**src/design/gdmf_pkg.sv**
```systemverilog
// Package for the greedy DFS max-flow block: constants, payload structs,
// controller/datapath command and status types. No dependencies.
`timescale 1ns / 1ps
package gdmf_pkg;
  localparam int MaxNodesDef = 8;
  localparam int CapBitsDef  = 16;
  localparam int SLOTS = 8;
  localparam int CELLS = 64;
  localparam int RES_W = CapBitsDef + 4;   // residual with reverse-flow headroom
  localparam int TOT_W = 20;

  localparam logic [0:0] REG_SOURCE = 1'b0;
  localparam logic [0:0] REG_SINK   = 1'b1;

  typedef struct packed {
    logic [2:0]  from_node;
    logic [2:0]  to_node;
    logic [15:0] capacity;
    logic        last_edge;
  } in_item_t;

  typedef struct packed {
    logic [2:0]  edge_from;
    logic [2:0]  edge_to;
    logic [15:0] edge_flow;
    logic [18:0] total_flow;
    logic        last;
  } out_item_t;

  // commands from controller to datapath; memory reads are registered,
  // so a read command's data is used in the next cycle
  typedef struct packed {
    logic load;       // store input edge
    logic init_cell;  // read cap[cnt]; next cycle residual <= present ? cap : 0
    logic clr_total;
    logic start_path; // visited/stack/cur <= source
    logic scan_cell;  // read residual[cur][cnt]; next cycle test as candidate
    logic clr_best;
    logic step;       // push best or pop
    logic neck_cell;  // read residual of path edge cnt; next cycle fold into bottleneck
    logic rd_fwd;     // read residual of path edge cnt
    logic rd_rev;     // read residual of reverse of path edge cnt
    logic sub_neck;   // write back last read residual minus neck
    logic add_neck;   // write back last read residual plus neck
    logic add_total;
    logic rd_cell;    // load output register from cell cnt
    logic clr_present;
  } cmd_t;

  typedef struct packed {
    logic at_sink;
    logic fail;       // dead end at the source
    logic neck_zero;
    logic [3:0] plen;
    logic present;    // present bit of cell cnt
    logic bad_ends;   // source/sink out of range or equal
  } stat_t;
endpackage

```
**src/design/greedy_dfs_max_flow.sv**
```systemverilog
// Top level of the greedy DFS max-flow block: APB registers, controller
// and datapath. Depends on gdmf_pkg, gdmf_ctrl, gdmf_datapath.
//
// Usage: edges arrive on the in channel (valid/ready), one per cycle. An
// edge with last_edge set starts the computation; in_ready stays low
// until every result item has been handed over. Results leave on the out
// channel, one per present edge in row-major order, last set on the final.
// After the last edge the residual of every cell is set up; then each
// search starts, and each search step checks for the sink, reads the 8
// neighbors, lets the last candidate settle and steps. Per path found
// it checks, folds path edges into the bottleneck, decides, and updates
// each hop by reading forward and reverse residuals and writing both.
// The report sweep walks every cell, reading and emitting present ones,
// then waits out the final item. Each store has one registered read port.
// A stalled receiver holds the sweep; the held item keeps its payload.
// Synchronous reset clears control, the present map and registers
// source_node=0, sink_node=7.
`timescale 1ns / 1ps
module greedy_dfs_max_flow import gdmf_pkg::*; #(
  parameter int MAX_NODES = MaxNodesDef,
  parameter int CAP_BITS  = CapBitsDef
) (
  input  logic        clk,
  input  logic        rst,
  input  logic        in_valid,
  output logic        in_ready,
  input  in_item_t    in_data,
  output logic        out_valid,
  input  logic        out_ready,
  output out_item_t   out_data,
  input  logic        psel,
  input  logic        penable,
  input  logic        pwrite,
  input  logic [2:0]  paddr,
  input  logic [31:0] pwdata,
  output logic [31:0] prdata,
  output logic        pready
);
  logic [2:0] src, snk;
  cmd_t cmd;
  stat_t st;
  logic [5:0] cnt;

  // configuration registers
  assign pready = 1'b1;
  always_ff @(posedge clk) begin
    if (rst) begin
      src <= 3'd0;
      snk <= 3'd7;
    end else if (psel && penable && pwrite && paddr[1:0] == 2'b00) begin
      case (paddr[2])
        REG_SOURCE: src <= pwdata[2:0];
        REG_SINK:   snk <= pwdata[2:0];
        default: ;
      endcase
    end
  end
  always_comb begin
    prdata = '0;
    case (paddr[2])
      REG_SOURCE: prdata = {29'd0, src};
      REG_SINK:   prdata = {29'd0, snk};
      default: prdata = '0;
    endcase
  end

  gdmf_ctrl u_ctrl (
    .clk, .rst, .in_valid, .in_ready, .in_last(in_data.last_edge),
    .out_valid, .out_ready, .st, .cmd, .cnt
  );

  gdmf_datapath #(.MAX_NODES(MAX_NODES), .CAP_BITS(CAP_BITS)) u_dp (
    .clk, .rst, .cmd, .cnt, .din(in_data), .src, .snk, .st, .dout(out_data)
  );
endmodule

```
**src/design/gdmf_datapath.sv**
```systemverilog
// Datapath: capacity/residual memories, DFS stack, bottleneck and totals.
// Depends on gdmf_pkg.
`timescale 1ns / 1ps
module gdmf_datapath import gdmf_pkg::*; #(
  parameter int MAX_NODES = MaxNodesDef,
  parameter int CAP_BITS  = CapBitsDef
) (
  input  logic       clk,
  input  logic       rst,
  input  cmd_t       cmd,
  input  logic [5:0] cnt,
  input  in_item_t   din,
  input  logic [2:0] src,
  input  logic [2:0] snk,
  output stat_t      st,
  output out_item_t  dout
);
  localparam int RW = CAP_BITS + 4;

  logic [CAP_BITS-1:0] cap_mem [CELLS];
  logic [RW-1:0]       res_mem [CELLS];
  logic [CELLS-1:0]    present;
  logic [7:0]          visited;
  logic [2:0]          stack [SLOTS];
  logic [3:0]          plen;
  logic [2:0]          cur;
  logic [RW-1:0]       best;
  logic [2:0]          pick;
  logic                found;
  logic [RW-1:0]       neck;
  logic [TOT_W-1:0]    total;

  logic [2:0] col;
  logic [2:0] pa, pb;
  logic [5:0] a_fwd, a_rev;
  logic       load_ok;
  logic [5:0] raddr;
  logic [RW-1:0]       res_q;
  logic [CAP_BITS-1:0] cap_q;
  logic [5:0]          raddr_q;
  logic                init_q, scan_q, neck_q;
  logic [CELLS-1:0]    above;

  assign col = cnt[2:0];
  assign pa = stack[cnt[2:0]];
  assign pb = stack[cnt[2:0] + 3'd1];
  assign a_fwd = {pa, pb};
  assign a_rev = {pb, pa};
  assign load_ok = ({1'b0, din.from_node} < 4'(MAX_NODES)) &&
                   ({1'b0, din.to_node} < 4'(MAX_NODES));

  // residual address mux: one registered read, one write per cycle
  always_comb begin
    raddr = cnt;
    if (cmd.scan_cell) raddr = {cur, col};
    else if (cmd.neck_cell || cmd.rd_fwd) raddr = a_fwd;
    else if (cmd.rd_rev) raddr = a_rev;
  end

  // capacity memory, read at cnt every cycle
  always_ff @(posedge clk) begin
    if (cmd.load && load_ok)
      cap_mem[{din.from_node, din.to_node}] <= CAP_BITS'(din.capacity);
    cap_q <= cap_mem[cnt];
  end

  // residual memory; writes go to the address read in the previous cycle
  always_ff @(posedge clk) begin
    if (init_q)
      res_mem[raddr_q] <= present[raddr_q] ? RW'(cap_q) : '0;
    else if (cmd.sub_neck)
      res_mem[raddr_q] <= res_q - neck;
    else if (cmd.add_neck)
      res_mem[raddr_q] <= res_q + neck;
    res_q <= res_mem[raddr];
  end

  // read pipeline tags
  always_ff @(posedge clk) begin
    if (rst) begin
      init_q  <= 1'b0;
      scan_q  <= 1'b0;
      neck_q  <= 1'b0;
      raddr_q <= '0;
    end else begin
      init_q  <= cmd.init_cell;
      scan_q  <= cmd.scan_cell;
      neck_q  <= cmd.neck_cell;
      raddr_q <= raddr;
    end
  end

  // present map
  always_ff @(posedge clk) begin
    if (rst || cmd.clr_present) begin
      present <= '0;
    end else if (cmd.load && load_ok) begin
      present[{din.from_node, din.to_node}] <= 1'b1;
    end
  end

  // search state
  always_ff @(posedge clk) begin
    if (rst) begin
      visited <= '0;
      plen <= '0;
      cur <= '0;
      found <= 1'b0;
      best <= '0;
      pick <= '0;
      neck <= '0;
      total <= '0;
    end else begin
      if (cmd.clr_total) total <= '0;
      if (cmd.add_total) total <= total + TOT_W'(neck);
      if (cmd.start_path) begin
        visited <= 8'(1) << src;
        stack[0] <= src;
        plen <= 4'd1;
        cur <= src;
        neck <= '1;
      end
      if (cmd.clr_best) begin
        best <= '0;
        found <= 1'b0;
      end
      if (scan_q && {1'b0, raddr_q[2:0]} < 4'(MAX_NODES) && res_q > best &&
          !visited[raddr_q[2:0]]) begin
        best <= res_q;
        pick <= raddr_q[2:0];
        found <= 1'b1;
      end
      if (cmd.step) begin
        if (found && plen < 4'(SLOTS)) begin
          stack[plen[2:0]] <= pick;
          plen <= plen + 4'd1;
          visited[pick] <= 1'b1;
          cur <= pick;
        end else if (plen > 4'd1) begin
          plen <= plen - 4'd1;
          cur <= stack[plen[2:0] - 3'd2];
        end
      end
      if (neck_q && res_q < neck) neck <= res_q;
    end
  end

  assign st.at_sink   = (cur == snk);
  assign st.fail      = !(found && plen < 4'(SLOTS)) && plen <= 4'd1;
  assign st.neck_zero = (neck == '0);
  assign st.plen      = plen;
  assign st.present   = present[cnt];
  assign st.bad_ends  = ({1'b0, src} >= 4'(MAX_NODES)) || ({1'b0, snk} >= 4'(MAX_NODES)) ||
                        (src == snk);

  // cells above cnt; none present means this is the final item
  assign above = present >> cnt;

  // output register
  always_ff @(posedge clk) begin
    if (cmd.rd_cell) begin
      dout.edge_from  <= cnt[5:3];
      dout.edge_to    <= cnt[2:0];
      dout.edge_flow  <= (RW'(cap_q) > res_q) ? 16'(RW'(cap_q) - res_q) : '0;
      dout.total_flow <= total[18:0];
      dout.last       <= (above[CELLS-1:1] == '0);
    end
  end
endmodule

```
**src/design/gdmf_ctrl.sv**
```systemverilog
// Controller state machine sequencing load, search, augment and report.
// Depends on gdmf_pkg.
`timescale 1ns / 1ps
module gdmf_ctrl import gdmf_pkg::*; (
  input  logic       clk,
  input  logic       rst,
  input  logic       in_valid,
  output logic       in_ready,
  input  logic       in_last,
  output logic       out_valid,
  input  logic       out_ready,
  input  stat_t      st,
  output cmd_t       cmd,
  output logic [5:0] cnt
);
  typedef enum logic [13:0] {
    S_LOAD   = 14'b00000000000001,
    S_INIT   = 14'b00000000000010,
    S_START  = 14'b00000000000100,
    S_CHECK  = 14'b00000000001000,
    S_SCAN   = 14'b00000000010000,
    S_STEP   = 14'b00000000100000,
    S_NECK   = 14'b00000001000000,
    S_NGATE  = 14'b00000010000000,
    S_AFWD   = 14'b00000100000000,
    S_AREV   = 14'b00001000000000,
    S_AADD   = 14'b00010000000000,
    S_FIND   = 14'b00100000000000,
    S_FOUT   = 14'b01000000000000,
    S_EMIT   = 14'b10000000000000
  } state_t;

  state_t state, state_next;
  logic [5:0] cnt_next;
  logic ov, ov_next;

  assign in_ready  = (state == S_LOAD);
  assign out_valid = ov;

  // next state and commands
  always_comb begin
    state_next = state;
    cnt_next = cnt;
    ov_next = ov;
    cmd = '0;
    case (state)
      S_LOAD: begin
        if (ov && out_ready) ov_next = 1'b0;
        if (in_valid) begin
          cmd.load = 1'b1;
          if (in_last) begin
            state_next = S_INIT;
            cnt_next = '0;
          end
        end
      end
      S_INIT: begin
        cmd.init_cell = 1'b1;
        cmd.clr_total = 1'b1;
        cnt_next = cnt + 6'd1;
        if (cnt == 6'd63) state_next = st.bad_ends ? S_FIND : S_START;
      end
      S_START: begin
        cmd.start_path = 1'b1;
        state_next = S_CHECK;
      end
      S_CHECK: begin
        cmd.clr_best = 1'b1;
        cnt_next = '0;
        state_next = st.at_sink ? S_NECK : S_SCAN;
      end
      S_SCAN: begin
        // eight reads, then a pass with no read for the last candidate to settle
        cmd.scan_cell = !cnt[3];
        cnt_next = cnt + 6'd1;
        if (cnt == 6'd8) state_next = S_STEP;
      end
      S_STEP: begin
        if (st.fail) begin
          state_next = S_FIND;
          cnt_next = '0;
        end else begin
          cmd.step = 1'b1;
          state_next = S_CHECK;
        end
      end
      S_NECK: begin
        if (cnt + 6'd1 < 6'(st.plen)) begin
          cmd.neck_cell = 1'b1;
          cnt_next = cnt + 6'd1;
        end else begin
          cnt_next = '0;
          state_next = S_NGATE;
        end
      end
      S_NGATE: begin
        if (st.plen < 4'd2 || st.neck_zero) begin
          state_next = S_FIND;
        end else begin
          cmd.add_total = 1'b1;
          state_next = S_AFWD;
        end
      end
      S_AFWD: begin
        cmd.rd_fwd = 1'b1;
        state_next = S_AREV;
      end
      S_AREV: begin
        cmd.sub_neck = 1'b1;
        cmd.rd_rev = 1'b1;
        state_next = S_AADD;
      end
      S_AADD: begin
        cmd.add_neck = 1'b1;
        cnt_next = cnt + 6'd1;
        state_next = (cnt + 6'd2 < 6'(st.plen)) ? S_AFWD : S_START;
      end
      S_FIND: begin
        // walk cells; a present one is read, then emitted from S_FOUT
        if (ov && out_ready) ov_next = 1'b0;
        if (st.present) begin
          state_next = S_FOUT;
        end else begin
          cnt_next = cnt + 6'd1;
          if (cnt == 6'd63) begin
            cmd.clr_present = 1'b1;
            state_next = S_EMIT;
          end
        end
      end
      S_FOUT: begin
        if (!ov || out_ready) begin
          cmd.rd_cell = 1'b1;
          ov_next = 1'b1;
          cnt_next = cnt + 6'd1;
          if (cnt == 6'd63) begin
            cmd.clr_present = 1'b1;
            state_next = S_EMIT;
          end else begin
            state_next = S_FIND;
          end
        end
      end
      S_EMIT: begin
        // wait out the final item before taking edges again
        if (!ov || out_ready) begin
          ov_next = 1'b0;
          state_next = S_LOAD;
        end
      end
      default: state_next = S_LOAD;
    endcase
  end

  always_ff @(posedge clk) begin
    if (rst) begin
      state <= S_LOAD;
      cnt <= '0;
      ov <= 1'b0;
    end else begin
      state <= state_next;
      cnt <= cnt_next;
      ov <= ov_next;
    end
  end
endmodule

```
**config.mk**
```make
export PLATFORM = sky130hd
export DESIGN_NAME = greedy_dfs_max_flow
export DESIGN_NICKNAME = d
export VERILOG_FILES = /design/src/design/gdmf_pkg.sv /design/src/design/greedy_dfs_max_flow.sv /design/src/design/gdmf_datapath.sv /design/src/design/gdmf_ctrl.sv
export SDC_FILE = /design/constraint.sdc
export NUM_CORES = 2
export LEC_CHECK = 0
export BUFFER_PORTS_ARGS = -buffer_cell sky130_fd_sc_hd__buf_2
export CORE_MARGIN = 5
export CORE_UTILIZATION = 41
export DETAILED_ROUTE_END_ITERATION = 8
export PLACE_DENSITY = 0.59
export RECOVER_POWER = 25
export SKIP_CTS_REPAIR_TIMING = 1
export SLEW_MARGIN = 20
export SYNTH_ARGS = -nofsm -noshare
export SYNTH_HDL_FRONTEND = slang
export SYNTH_SLANG_ARGS = --single-unit
```
**constraint.sdc**
```tcl
create_clock -name clk -period 10.9 [get_ports clk]
set_clock_uncertainty 0.1 [all_clocks]
set_input_delay 1.09 -clock clk [delete_from_list [all_inputs] [get_ports clk]]
set_output_delay 1.09 -clock clk [all_outputs]
set_load 0.05 [all_outputs]
```
==> results by group <==
Status
  • Status: complete, but fails checks
  • Failing checks: antenna rules, capacitance limit, slew limit

Route
  • Final wirelength: 282800 um
  • Routed length per instance: 29.07 um
  • DRT iter0 DRCs: 6436
  • TritonRoute pass-1 iters: 6
  • Avg Vias per Cell: 5.949
  • DR vias: 57880
  • Routed Antenna Nets: 1
  • Residual DRC: 0

Yosys
  • Predominant post-synthesis flop cell: edfxtp_1
  • Mapped Cells: 5907
  • Synth warn: 0
  • Number of flops mapped to enable cells by yosys: 2370
  • Yosys top cell by area: edfxtp_1
  • Seq cells post-synth: 2587
  • Post-synth ARST share: 0
  • Sequential share of the synthesized area: 0.7096
  • Post-synthesis area per instance: 18.02 um^2
  • Mapped Area: 106400 um^2
  • Largest cells by area after synthesis: edfxtp_1, mux4_2, dfxtp_1
  • Post-synth top area share: 0.6688
  • Yosys cell types: 92

Layout
  • Multi-input logic area: 29480 um^2
  • Nets: 6298
  • Final core utilization: 0.4635
  • Commonest non-fill, non-tap cells in the layout: edfxtp_1, mux4_2, clkbuf_16
  • Commonest non-fill, non-tap cell in the layout: edfxtp_1
  • Layout filler cell count: 21690
  • Share of cells above drive strength 1: 0.2290
  • FF+latch area: 75520 um^2
  • Area delta synth->final: 12.82%

Timing
  • Setup TNS: 0 ns
  • Final hold vios: 0
  • Setup violations, final: 0
  • Period utilization: 0.7209
  • Highest Clock Rate: 127.3 MHz
  • Slew margin rel.: -1.384
  • RSZ-0062 raised after global routing: false
  • Worst slew pin tran: 3.575 ns
  • Post-route minimum period: 7.858 ns
  • Pins Over Slew Limit: 1362

Hold path
  • Hold Crit Start: pwdata[2]
  • Hold Path Class: in -> reg

Placed design
  • Post-DP HPWL: 165100 um
  • Port-buffer cells: 82
  • Gp weighted congestion: 0.8759

Clocking
  • H-Tree Depth: 5
  • CTS buffer count: 284
  • CTS tree: yes
  • Clock latency on the worst-skew pair: 0.94 ns
  • Clock-pin slew on the worst setup and hold paths: 0.06 ns
  • Clock sink total: 2587
  • Root buf cell: clkbuf_16
  • Clk buf depth: 4

Power
  • Comb pwr share: 0.052
  • LEAKAGE: 37.80 nW
  • Worst vdd ir: 0.0001203 V
  • Sw frac: 0.2134
  • NetSw: 4.485 mW
  • Pwr per Cell Area: 175.1 nW/um^2
  • Clock share of power: 0.426
  • Power Internal: 16.53 mW
  • Sequential fraction of design power: 0.522

Floorplan
  • I/O pins: 142
  • Cell Rows: 187
  • Vert. Die Dim: 519.5 um
  • Die area: 269800 um^2
  • Std-Cell Core Area: 259000 um^2
  • Die width: 519.5 um
  • Starting Density: 0.4109

Global routing
  • Pin count of the biggest net entering global routing: 136
  • First-pass GRT wire length: 408600 um
  • All-Layer GR Usage: 0.2060
  • Initial antenna violation count: 28
  • Global route overflow: 0
  • Number of global-route vias before repair: 57030

Worst setup path
  • Critical Path RT: 11.59 ns
  • CP Launch Type: flip-flop
  • FF-to-FF path depth: 15
  • Crit Path Max Fanout: 60
  • Critical path class: reg -> reg
  • Critical Path End: u_dp.res_q[8]
  • Critical-path cell list: buf_4 -> ha_1 -> xor2_1 -> ha_1 -> o21ai_0 -> a21oi_1 -> or4_1 -> o21a_1 -> o22ai_1 -> or2_4 -> buf_4 -> nor2_2 -> nand3_1 -> nand3_1 -> or3_1
  • Crit path depth: 15
  • Critical path startpoint: u_ctrl.cnt[1]
  • Worst setup EP type: flip-flop
  • R2R Path Start: u_ctrl.cnt[1]
  • Crit-path slowest cell: dfxtp_1
  • Worst r2r dst: u_dp.res_q[8]
  • Reg-to-reg slack, setup: 3.04 ns
  • CP top delay family: simple AND/OR/NAND/NOR gates
  • Crit path buffers/inverters: 2
  • Worst path arrival time: 8.55 ns
  • Delay of the slowest critical-path stage: 1.28 ns

Flow run
  • MaxCap Viol Count: 24
[cells by family after synthesis]
family          Yosys count  synth area share
compound gates          697           0.04447
buf+inv                 476           0.02093
mux                     792            0.1513
xor+xnor                 43          0.003539
simple gates           1198           0.05667
other cells               2        0.00007057
flops                  2587            0.7096
fa+ha+maj               112           0.01345
[cell usage after synthesis (15+ instances only)]
cell	count
inv_1	94
nor3_1	51
o21ai_0	98
o221ai_1	25
and4_1	23
o22ai_1	18
a22oi_1	67
nand4_1	132
buf_1	35
mux4_2	651
nor2b_1	35
xor2_1	21
buf_4	61
a31oi_1	27
edfxtp_1	2370
o21a_1	76
xnor2_1	22
or3_1	34
a21oi_1	172
dfxtp_1	217
a311oi_1	21
clkbuf_1	194
nor2_1	351
a21o_1	21
a211oi_1	25
buf_6	16
nand3b_1	33
nand3_1	178
nand2_1	234
mux2i_1	118
nor4_1	20
ha_1	108
mux2_2	23
and3_1	15
buf_2	72
o211ai_1	16
[state kept, by name, indices dropped and copies added, names as in the netlist, 8 cells and up, named ones only]
name,count
u_dp.res_q,20
u_dp.dout,42
u_dp.total,19
u_ctrl.state,14
u_dp.neck,20
u_dp.cap_mem,1024
u_dp.stack,24
u_dp.best,20
u_dp.present,64
u_dp.cap_q,16
u_dp.res_mem,1280
u_dp.visited,8
[worst reg2reg max path, cell delays in order (launching register included)]
cell,delay [ns]
dfxtp_1,1.28
buf_4,0.81
ha_1,0.43
xor2_1,0.53
ha_1,0.34
o21ai_0,0.15
a21oi_1,0.07
or4_1,0.59
o21a_1,0.26
o22ai_1,0.26
or2_4,0.61
buf_4,0.87
nor2_2,0.48
nand3_1,0.21
nand3_1,0.31
or3_1,0.45
[layout make-up]
cell class | count | area share
Multi-Input combinational cell | 2872 | 0.2456
Inverter | 97 | 0.003074
Clock inverter | 100 | 0.007545
Antenna cell | 16 | 0.0003335
Clock buffer | 376 | 0.06351
Tap cell | 3402 | 0.03545
Sequential cell | 2587 | 0.6290
Timing Repair Buffer | 279 | 0.01550
[power by group through the flow]
stage / Sequential, mW / Clock, mW / Combinational, mW
5_1_grt: 11.0 / 9.55 / 1.17
3_5_place_dp: 11.2 / 0 / 1.10
4_1_cts: 11.0 / 9.13 / 1.10
2_1_floorplan: 11.1 / 0 / 0.739
3_3_place_gp: 11.2 / 0 / 1.08
6_report: 11.0 / 8.95 / 1.09
[worst min-delay path by stage]
stage	end	slack [ns]	cells past startpoint
floorplan	u_dp.dout[39]	0.30	0
global placement	u_dp.dout[19]	0.33	0
detailed placement	u_dp.dout[19]	0.35	0
CTS	snk[2]	0.25	2
global route	snk[2]	0.27	2
finish	snk[2]	0.32	2
[stage by stage]
stage	worst slack [ns]	power (mW)	std cells	hold slack (ns)	cell area [um^2]
after CTS	3.789	21.21	9713	0.2473	120200
after detailed placement	3.810	12.28	9237	0.3466	111700
after floorplan	5.054	11.89	5935	0.3029	106500
after global routing	2.630	21.70	9715	0.2694	120000
after global placement	3.654	12.26	9237	0.3349	111600
final	3.042	21.02	9729	0.3165	120100
[routing by layer]
metal / vias up / global-route usage / routed length [um]
met5: - / 0 / 53
met3: 407 / 0.03775 / 22420
met1: 30550 / 0.2964 / 118800
met4: 6 / 0.06118 / 8439
met2: 2375 / 0.3227 / 133100
li1: 24540 / - / -
(Power assumes the default switching activity.)
